### config.mk
export PLATFORM = sky130hd
export DESIGN_NAME = pipu_ctrl
export DESIGN_NICKNAME = d
export VERILOG_FILES = /design/src/rtl/pipu_pkg.sv /design/src/rtl/pipu_ctrl.sv
export SDC_FILE = /design/constraint.sdc
export NUM_CORES = 1
export LEC_CHECK = 0
export ABC_AREA = 1
export CAP_MARGIN = 25
export CORE_AREA = 2 2 39 41
export CTS_CLUSTER_SIZE = 25
export DETAILED_ROUTE_END_ITERATION = 8
export DIE_AREA = 0 0 41 43
export DONT_BUFFER_PORTS = 1
export HOLD_SLACK_MARGIN = 0.02
export SLEW_MARGIN = 10
export SYNTH_ARGS = -nofsm -noshare
export SYNTH_HDL_FRONTEND = slang
export SYNTH_SLANG_ARGS = --single-unit
### constraint.sdc
create_clock -name clock -period 1.5 [get_ports clock]
set_input_delay 0.3 -clock clock [delete_from_list [all_inputs] [get_ports clock]]
set_output_delay 0.3 -clock clock [all_outputs]
set_load 0.01 [all_outputs]
### src/rtl/pipu_pkg.sv
// ----------------------------------------------------------------------------
// Palette index pixel unpacker package
// Constants, codes and control structs shared by the unpacker modules.
// ----------------------------------------------------------------------------
package pipu_pkg;

   localparam int PALETTE_ENTRIES = 256;
   localparam int PAL_ADDR_W      = $clog2(PALETTE_ENTRIES);
   localparam logic [8:0] PALETTE_LIMIT = 9'(PALETTE_ENTRIES);

   localparam int CSR_INDEX_W = 1;
   localparam int CSR_DATA_W  = 25;

   localparam logic [CSR_INDEX_W-1:0] CSR_WIDTH_CODE  = 1'd0;
   localparam logic [CSR_INDEX_W-1:0] CSR_FRAME_COUNT = 1'd1;

   localparam logic [2:0] WCODE_ZERO  = 3'd0;
   localparam logic [2:0] WCODE_ONE   = 3'd1;
   localparam logic [2:0] WCODE_TWO   = 3'd2;
   localparam logic [2:0] WCODE_FOUR  = 3'd3;
   localparam logic [2:0] WCODE_EIGHT = 3'd4;

   localparam logic OP_LOAD_ENTRY  = 1'b0;
   localparam logic OP_PACKED_BYTE = 1'b1;

   localparam logic [24:0] MAX_FRAME        = 25'd16777216;
   localparam logic [24:0] RESET_FRAME_LAST = 25'd65535;

   typedef struct packed {
      logic write_entry;
      logic load_byte;
      logic issue;
   } pipu_cmd_type;

   typedef struct packed {
      logic out_free;
      logic last_pixel;
   } pipu_status_type;

endpackage

### src/rtl/pipu_ctrl.sv
// ----------------------------------------------------------------------------
// Palette index pixel unpacker controller
// Accepts items and sequences the pixels of one packed byte.
// ----------------------------------------------------------------------------
module pipu_ctrl
   import pipu_pkg::*;
(
   input  logic            clock,
   input  logic            reset,
   input  logic            req_valid,
   input  logic            req_opcode,
   output logic            req_ready,
   input  pipu_status_type status,
   output pipu_cmd_type    cmd
);

   typedef enum logic [1:0] {
      ST_IDLE   = 2'b01,
      ST_UNPACK = 2'b10
   } state_type;

   state_type state_ff;
   state_type state_in;
   logic      issue;
   logic      accept;

   always_comb begin
      issue       = (state_ff == ST_UNPACK) && status.out_free;
      req_ready   = (state_ff == ST_IDLE) || (issue && status.last_pixel);
      accept      = req_valid && req_ready;
      cmd.issue       = issue;
      cmd.write_entry = accept && (req_opcode == OP_LOAD_ENTRY);
      cmd.load_byte   = accept && (req_opcode == OP_PACKED_BYTE);
   end

   always_comb begin
      state_in = state_ff;
      case (state_ff)
         ST_IDLE: begin
            if (cmd.load_byte) state_in = ST_UNPACK;
         end
         ST_UNPACK: begin
            if (cmd.load_byte) state_in = ST_UNPACK;
            else if (issue && status.last_pixel) state_in = ST_IDLE;
         end
         default: begin
            state_in = ST_IDLE;
         end
      endcase
   end

   always_ff @(posedge clock) begin
      if (reset) state_ff <= ST_IDLE;
      else state_ff <= state_in;
   end

endmodule

**Word-level counts from Yosys, hierarchy flattened**

Index checks and enable logic that the tools add are counted.

- Flip-flop bits (word level): 2
- Input port bits: 6
- Logic and storage cells: 17

- Eq/ne operators: 4
- Mux-type cells: 4
- Bitwise gates (word level): 1
- Reductions and logical operators: 7

Operators by type and width:

| operator | number |
|---|---|
| $mux 2 | 3 |
| $logic_and 1x1->1 | 5 |
| $pmux 2 s2 | 1 |
| $ne 3x2->1 const B | 1 |
| $eq 2x1->1 const B | 1 |
| $eq 2x2->1 const B | 1 |
| $ne 2x2->1 const B | 1 |
| $reduce_and 2->1 | 1 |
| $logic_or 1x1->1 | 1 |
| $not 1->1 | 1 |

**Depth between registers and ports, before layout**

Gate-level depths: netlist (run 1).

- Depth after elaboration: 8
- Depth in mapped cells: 9
- Gate-level depth less buffers: 9

**Worst setup path before layout (run 1)**

Ideal clock, no wire load.

- Path type: register to output
- Start: reg state_ff[0]
- End: out cmd[2] in the netlist's numbering
- Arrival time: 971 ps
- Slack: 229 ps
- Stages on the path, launching flop included: 7
- Buffers on the path: 0
- Path through: dfxtp_1 > inv_1 > ha_1 > nand3_2 > nand2_4 > nand2_1 > nor2_1

RTL lines:

| item | line | source |
|---|---|---|
| start: declaration | pipu_ctrl.sv:22 | `state_type state_ff;` |
| start signal: assignment | pipu_ctrl.sv:54 | `else state_ff <= state_in;` |
| end: declaration | pipu_ctrl.sv:14 | `output pipu_cmd_type cmd` |

==> results of run 1 <==
cell usage after synthesis:
| master | number |
|---|---|
| a21oi_1 | 1 |
| buf_4 | 1 |
| clkinv_1 | 1 |
| dfxtp_1 | 2 |
| ha_1 | 2 |
| inv_1 | 6 |
| inv_2 | 1 |
| nand2_1 | 10 |
| nand2_4 | 1 |
| nand3_1 | 2 |
| nand3_2 | 1 |
| nand3_4 | 1 |
| nand4_1 | 1 |
| nor2_1 | 1 |
routing by layer:
layer  wire length [um]  track usage  vias to the layer above
met2                160       0.0594                        9
met4                  0       0.0800                        0
met5                  0            0                        -
met1                138       0.0414                       77
met3                 48       0.0785                        0
li1                   -            -                       98
through the flow:
stage	TNS, ps	instances	util
CTS	0	49	0.184
global route	-0.0656	49	0.208
global placement	0	46	0.156
detailed placement	0	46	0.156
finish	0	49	0.208
floorplan	0	31	-
cell type report:
class / instances / area, um2 / share of cell area
Inverter: 8 / 30.0 / 0.104
Clock buffer: 3 / 22.5 / 0.0783
Sequential cell: 2 / 45.0 / 0.157
Multi-Input combinational cell: 20 / 170 / 0.591
Tap cell: 16 / 20.0 / 0.0696
cells by family (layout without fill, tap and decap cells):
family                   after synthesis  after routing  share of synthesized area
adder cells (fa/ha/maj)                2              2                      0.123
AO/OA/AOI/OAI                          1              1                     0.0245
AND/OR/NAND/NOR                       17             17                      0.472
flip-flops                             2              2                      0.196
buffers and inverters                  9             11                      0.184
worst register-to-register path, cell delays in order (launching register included):
cell	delay, ps
dfxtp_2	320
inv_2	60
ha_4	150
nand3_4	100
nand2_8	110
nand3_4	90
nand2_1	70
nand2_1	40
nand2_1	50
nand2_1	50
repair_timing:
item,4_1_cts,5_1_grt
gates resized for setup,3,10
hold buffers,0,0
setup endpoints to repair,2,2
pin swaps,0,4
hold endpoints to repair,0,0
where the power goes:
part           leakage [nW]  switching [mW]  internal (mW)
Clock                0.0138          0.0295         0.0882
Combinational        0.0998           0.172          0.103
Sequential           0.0170          0.0197         0.0795
Total                 0.131           0.221          0.271
cell usage in the layout (no fill, tap or decap), drive strengths merged:
cell	instances
ha	2
inv	7
nand4	1
nor2	1
dfxtp	2
clkbuf	3
clkinv	1
nand3	4
a21oi	1
nand2	11
final timing paths:
kind,slack (ps),endpoint,cells past startpoint,start
worst max-delay path,80,cmd[1],6,state_ff[0]
worst max register to register,360,state_ff[0],9,state_ff[0]
worst min register to register,510,state_ff[1],2,state_ff[1]
worst min-delay path,140,state_ff[1],1,reset
==> results_dict.tcl, run 1 <==
set metrics [dict create \
    status "completed" \
    vias 184 \
    required_ps 1200 \
    synth-seq-cells 2 \
    row_count 14 \
    pre_cts_ws_ps 160 \
    antenna_found_initial 0 \
    synth-seq-area-share 0.196 \
    rsz0062_at_grt "true" \
    synthTopCellsByArea "dfxtp_1, nand2_1, ha_1" \
    top_level_ports 10 \
    synth_cell_types 14 \
    cp-start-kind "flip-flop" \
    crit_arrival_ps 1120 \
    syn_area_um2 204 \
    synthCells 31 \
    die_h_um 43 \
    drcViolationCount 0 \
    path_cells "inv_2, ha_4, nand3_4, nand2_8, nand3_4, inv_2" \
    portBuffers 0 \
    synth_area_per_cell_um2 6.58 \
    drt_iter0_drc 2 \
    clk_pin_slew_worst_paths_ps 30 \
    drive_gt1_frac 0.424 \
    wl_per_cell_um 7.08 \
    cts_setup_buffers 0 \
    yosysTopAreaCell "dfxtp_1" \
    min_path_type "input port to flip-flop" \
    start_util 0.147 \
    worst_slew_pin_slew_ps 97.9 \
    skew_ps 0.841 \
    design_area_um2 288 \
    grt_pass1_wl_um 552 \
    gp_congestion 0.634 \
    finalSetupViolCount 0 \
    slew_violations 0 \
    clockBufferDepth 2 \
    leakagePower_nw 0.131 \
    slowest_delay_ps 320 \
    synth_top_area_share 0.196 \
    drt_pass1_iterations 2 \
    synth_fp_nets 39 \
    fp.dieArea_um2 1760 \
    track_usage 0.0591 \
    ys_warn_count 0 \
    antennaDiodeCount 0 \
    max_freq_mhz 703 \
    area_delta_synth_final_pct 41.1 \
    antenna_left 0 \
    root_buffer "clkbuf_4" \
    cp_slowest_cell "dfxtp_2" \
    clock-sinks 2 \
    n_fill_cell 154 \
    setup_ws_ps 77.8 \
    cts_buffers 3 \
    criticalPathCategory "flip-flop to output pin" \
    placed_area_um2 216 \
    fp.dieW_um 41 \
    via_per_inst 3.76 \
    irDropWorstVdd_v 0.000349 \
    largest_reg_flops 2 \
    totalPowerFinal_mw 0.493 \
    layout.nets 43 \
    finalCriticalPeriod_ps 1420 \
    holdWs_ps 138 \
    clkLatencyLatePin_ps 220 \
    cts-htree-levels 1 \
    cp_top_family "flip-flops" \
    fp.coreArea_um2 1380 \
    top_register "state_ff" \
    end_kind "output pin" \
    crit_buf_inv 2 \
    drt_wl_total_um 347 \
    power-per-cell-area_nw_per_um2 1710 \
    maxSlewHeadroom 0.935 \
    crit_fanout 5 \
    grt_max_degree 6 \
    post-route-period-util 0.948 \
    hold_violations 0 \
    grt_pass1_vias 153 \
    grt-ovfl-total 0 \
    cts_tree "yes" \
    top_regs "state_ff x2" \
    drv_cap 0 \
]
(Power assumes the default switching activity.)
==> inputs of run 2 (changes only) <==
==> constraint.sdc (replaced) <==
create_clock -name clock -period 1.7 [get_ports clock]
set_input_delay 0.34 -clock clock [delete_from_list [all_inputs] [get_ports clock]]
set_output_delay 0.34 -clock clock [all_outputs]
set_load 0.01 [all_outputs]
==> run 2 against run 1 <==
Net effect:
- worst setup slack improved by 83 ps
- core utilization shrank 3.2 points
- non-clock buffer count is the same
- clock skew down 0.56 ps
- clock-buffer cell count stayed put
- via count increased by 1.1%
- flip-flop and latch count unchanged
- final area fell by 15%
- die area is the same
- critical path depth did not move
- final cell count did not move
- critical path type unchanged
- largest power group unchanged
==> results_dict.tcl, run 2 (synthesized netlist as in run 1, its figures left out) <==
set metrics [dict create \
    grt_pass1_wl_um 503 \
    skew_ps 0.278 \
    crit_fanout 4 \
    post-route-period-util 0.905 \
    grt-ovfl-total 0 \
    row_count 14 \
    use_met3 0.0471 \
    finalCriticalPeriod_ps 1540 \
    die_h_um 43 \
    setup_ws_ps 161 \
    antennaDiodeCount 0 \
    pwr-share-comb 0.524 \
    criticalPathCategory "flip-flop to output pin" \
    pre_cts_ws_ps 314 \
    leakagePower_nw 0.127 \
    required_ps 1360 \
    pwr-share-clk 0.271 \
    cts_tree "yes" \
    root_buffer "clkbuf_4" \
    cts-htree-levels 1 \
    grt.met2_usage 0.0594 \
    fin_setup_tns_ps 0 \
    postLayoutCoreUtil 0.176 \
    top_level_ports 10 \
    grt-busiest-layer "met4" \
    fp.dieW_um 41 \
    top_register "state_ff" \
    crit_arrival_ps 1200 \
    vias 186 \
    hold_violations 0 \
    power-per-cell-area_nw_per_um2 1570 \
    drt_wl_total_um 354 \
    drt_pass1_iterations 4 \
    met1_usage 0.0350 \
    rsz0062_at_grt "false" \
    fp.coreArea_um2 1380 \
    p_sw_frac 0.437 \
    drive_gt1_frac 0.273 \
    top_regs "state_ff x2" \
    grt_max_degree 6 \
    max_freq_mhz 650 \
    grt_pass1_vias 156 \
    cts_setup_buffers 0 \
    clk_pin_slew_worst_paths_ps 30 \
    via_per_inst 3.80 \
    fp.dieArea_um2 1760 \
    power_frac_seq 0.205 \
    layout_common_cells "nand2_1, inv_1, clkbuf_4" \
    end_kind "output pin" \
    slew_violations 0 \
    totalPowerFinal_mw 0.383 \
    layout.nets 43 \
    irDropWorstVdd_v 0.000238 \
    dpl.cell_count 46 \
    clkLatencyLatePin_ps 220 \
    antenna_found_initial 0 \
    track_usage 0.0511 \
    drt_iter0_drc 4 \
    status "completed" \
    power_switching_mw 0.167 \
    cp-start-kind "flip-flop" \
    clockBufferDepth 2 \
    maxSlewHeadroom 0.910 \
    largest_reg_flops 2 \
    p_int_mw 0.216 \
    portBuffers 0 \
    worst_slew_pin_slew_ps 134 \
    finalSetupViolCount 0 \
    min_path_type "input port to flip-flop" \
    clock-sinks 2 \
    wl_per_cell_um 7.22 \
    final_cells 49 \
    area_delta_synth_final_pct 19.6 \
    mostFrequentLayoutCell "nand2_1" \
    gp_congestion 0.638 \
    cts_buffers 3 \
    drv_cap 0 \
    antenna_left 0 \
    start_util 0.147 \
    drcViolationCount 0 \
]
[run 2: cell counts in the layout (fill, tap and decap cells not counted)]
Identical to the previous run, type by type.
[run 2: final timing paths]
path / slack [ps] / from / end / cells after the start
hold reg to reg: 510 / state_ff[1] / state_ff[1] / 2
hold / removal: 190 / reset / state_ff[1] / 1
setup reg to reg: 520 / state_ff[0] / state_ff[0] / 9
setup / recovery: 160 / state_ff[0] / cmd[2] / 6
[run 2: metrics by stage]
step / hold WS [ps] / instance area, um2
after global placement: 414 / 216
after detailed placement: 418 / 216
final: 188 / 244
after CTS: 181 / 239
after global routing: 177 / 244
after floorplan: 409 / 204
[run 2: timing repair]
| action | CTS | global route |
|---|---|---|
| setup endpoints to repair | 0 | 1 |
| hold buffers | 0 | 0 |
| endpoints found under the hold margin | 0 | 0 |
| gates resized for setup | 0 | 2 |
[run 2: worst max-delay path, stage by stage, from the launching register on]
cell and delay, ps:
dfxtp_1 310, inv_1 60, ha_2 200, nand3_2 100
nand2_4 110, nand2_1 70, nor2_2 130
[run 2: routing by layer]
| metal | vias up | share of wire |
|---|---|---|
| met5 | - | 0 |
| met4 | 0 | 0 |
| met3 | 0 | 0.12 |
| met2 | 9 | 0.46 |
| met1 | 79 | 0.41 |
| li1 | 98 | - |
[run 2: cell type report]
class                   count  area, um2
clock buffers               3       22.5
flip-flops and latches      2       40.0
well taps                  16       20.0
inverters                   8       30.0
fillers                   155       1140
multi-input cells          20        131
[run 2: power groups by stage]
| stage | logic, mW | registers (mW) | clock network [mW] |
|---|---|---|---|
| final | 0.201 | 0.0786 | 0.104 |
| after global routing | 0.226 | 0.0817 | 0.118 |
| after CTS | 0.199 | 0.0792 | 0.110 |
| after detailed placement | 0.198 | 0.0799 | 0 |
| after global placement | 0.194 | 0.0789 | 0 |
| after floorplan | 0.176 | 0.0761 | 0 |
==> inputs of run 3 (changes only) <==
==> constraint.sdc (replaced) <==
create_clock -name clock -period 1.4 [get_ports clock]
set_input_delay 0.28 -clock clock [delete_from_list [all_inputs] [get_ports clock]]
set_output_delay 0.28 -clock clock [all_outputs]
set_load 0.01 [all_outputs]
==> run 3 against run 2 <==
Net effect:
- flip-flop and latch count is the same
- clock-buffer cell count is the same
- hold slack lost 68 ps
- final cell count grew 8.2%
- wire length grew 27%
==> results_dict.tcl, run 3 (synthesized netlist as in run 1, its figures left out) <==
set metrics [dict create \
    start_util 0.147 \
    finalSetupViolCount 0 \
    layout.nets 47 \
    area_delta_synth_final_pct 62.0 \
    grt_pass1_wl_um 648 \
    cts_buffers 3 \
    crit_fanout 4 \
    post-route-period-util 0.984 \
    die_h_um 43 \
    top_regs "state_ff x2" \
    wl_per_cell_um 8.49 \
    grt_pass1_vias 195 \
    max_freq_mhz 726 \
    hold_end "state_ff[1]" \
    end_kind "output pin" \
    track_usage 0.0631 \
    vias 210 \
    cp-start-kind "flip-flop" \
    irDropWorstVdd_v 0.000509 \
    root_buffer "clkbuf_4" \
    finalCriticalPeriod_ps 1380 \
    clock-sinks 2 \
    antenna_found_initial 0 \
    crit_arrival_ps 1100 \
    drive_gt1_frac 0.514 \
    drt_iter0_drc 1 \
    required_ps 1120 \
    fp.coreArea_um2 1380 \
    layout_common_cells "nand2_1, inv_1, buf_4" \
    holdWs_ps 119 \
    rsz0062_at_grt "true" \
    gp_congestion 0.638 \
    antennaDiodeCount 0 \
    grt_max_degree 5 \
    drt_pass1_iterations 2 \
    skew_ps 1.47 \
    mostFrequentLayoutCell "nand2_1" \
    portBuffers 0 \
    antenna_left 0 \
    status "completed" \
    min_path_type "input port to flip-flop" \
    n_fill_cell 158 \
    top_level_ports 10 \
    fp.dieW_um 41 \
    design_area_um2 330 \
    criticalPathCategory "flip-flop to output pin" \
    row_count 14 \
    grt-ovfl-total 0 \
    hold_violations 0 \
    clockBufferDepth 2 \
    cts-htree-levels 1 \
    drcViolationCount 0 \
    largest_reg_flops 2 \
    drv_cap 0 \
    r2r-end "state_ff[0]" \
    min-delay-start "reset" \
    leakagePower_nw 0.149 \
    clk_pin_slew_worst_paths_ps 30 \
    reg2regPathDepth 10 \
    cts_tree "yes" \
    hold_depth 1 \
    via_per_inst 3.96 \
    r2r_slack_ps 170 \
    reg2reg_from "state_ff[0]" \
    fp.dieArea_um2 1760 \
    worst_slew_pin_slew_ps 110 \
    maxSlewHeadroom 0.926 \
    power-per-cell-area_nw_per_um2 1870 \
    clkLatencyLatePin_ps 220 \
    place_hpwl_um 292 \
    postCtsHoldBufs 0 \
    placed_area_um2 224 \
    drt_wl_total_um 450 \
    slew_violations 0 \
    top_register "state_ff" \
]
-- run 3: how the worst max path moves through the flow --
stage                     start  endpoint  depth (start not counted)
finish              state_ff[0]    cmd[1]                          6
global route        state_ff[0]    cmd[2]                          6
CTS                 state_ff[1]    cmd[2]                          5
detailed placement  state_ff[0]    cmd[2]                          6
global placement    state_ff[0]    cmd[2]                          6
floorplan           state_ff[0]    cmd[2]                          6
-- run 3: routing by layer --
metal	GRT usage	share of wire	up-vias
li1	-	-	108
met3	0.0471	0.12	2
met2	0.0969	0.54	9
met1	0.0350	0.33	91
met5	0	0	-
met4	0.0800	0.011	0
-- run 3: power by group --
| part | internal [mW] | switching [mW] |
|---|---|---|
| clock network | 0.0943 | 0.0303 |
| logic | 0.170 | 0.215 |
| registers | 0.0840 | 0.0221 |
| total | 0.349 | 0.268 |
-- run 3: layout make-up --
cell class	instances	area, um2	area share
Clock buffer	3	22.5	0.0682
Inverter	8	32.5	0.0985
Sequential cell	2	42.5	0.129
Multi-Input combinational cell	20	183	0.553
Timing Repair Buffer	4	30.0	0.0909
Tap cell	16	20.0	0.0606
-- run 3: metrics by stage --
stage / util / cells / total power [mW] / setup TNS [ps] / worst slack, ps
2_1_floorplan: - / 31 / 0.306 / 0 / 149
3_3_place_gp: 0.162 / 47 / 0.335 / 0 / 153
3_5_place_dp: 0.162 / 47 / 0.341 / 0 / 138
4_1_cts: 0.225 / 52 / 0.566 / -5.90 / -5.90
5_1_grt: 0.239 / 53 / 0.676 / -53.5 / -29.0
6_report: 0.239 / 53 / 0.617 / 0 / 23.1
-- run 3: repair_timing --
| action | CTS | global route |
|---|---|---|
| endpoints found under the setup margin | 2 | 2 |
| pin swaps | 6 | 3 |
| buffers inserted | 2 | 1 |
| gates resized for setup | 13 | 2 |
| endpoints found under the hold margin | 0 | 0 |
-- run 3: worst max-delay path, stage by stage, from the launching register on --
cell,delay [ps]
dfxtp_2,320
buf_4,140
ha_4,150
inv_4,70
nand2_8,70
nand3_4,80
inv_2,50
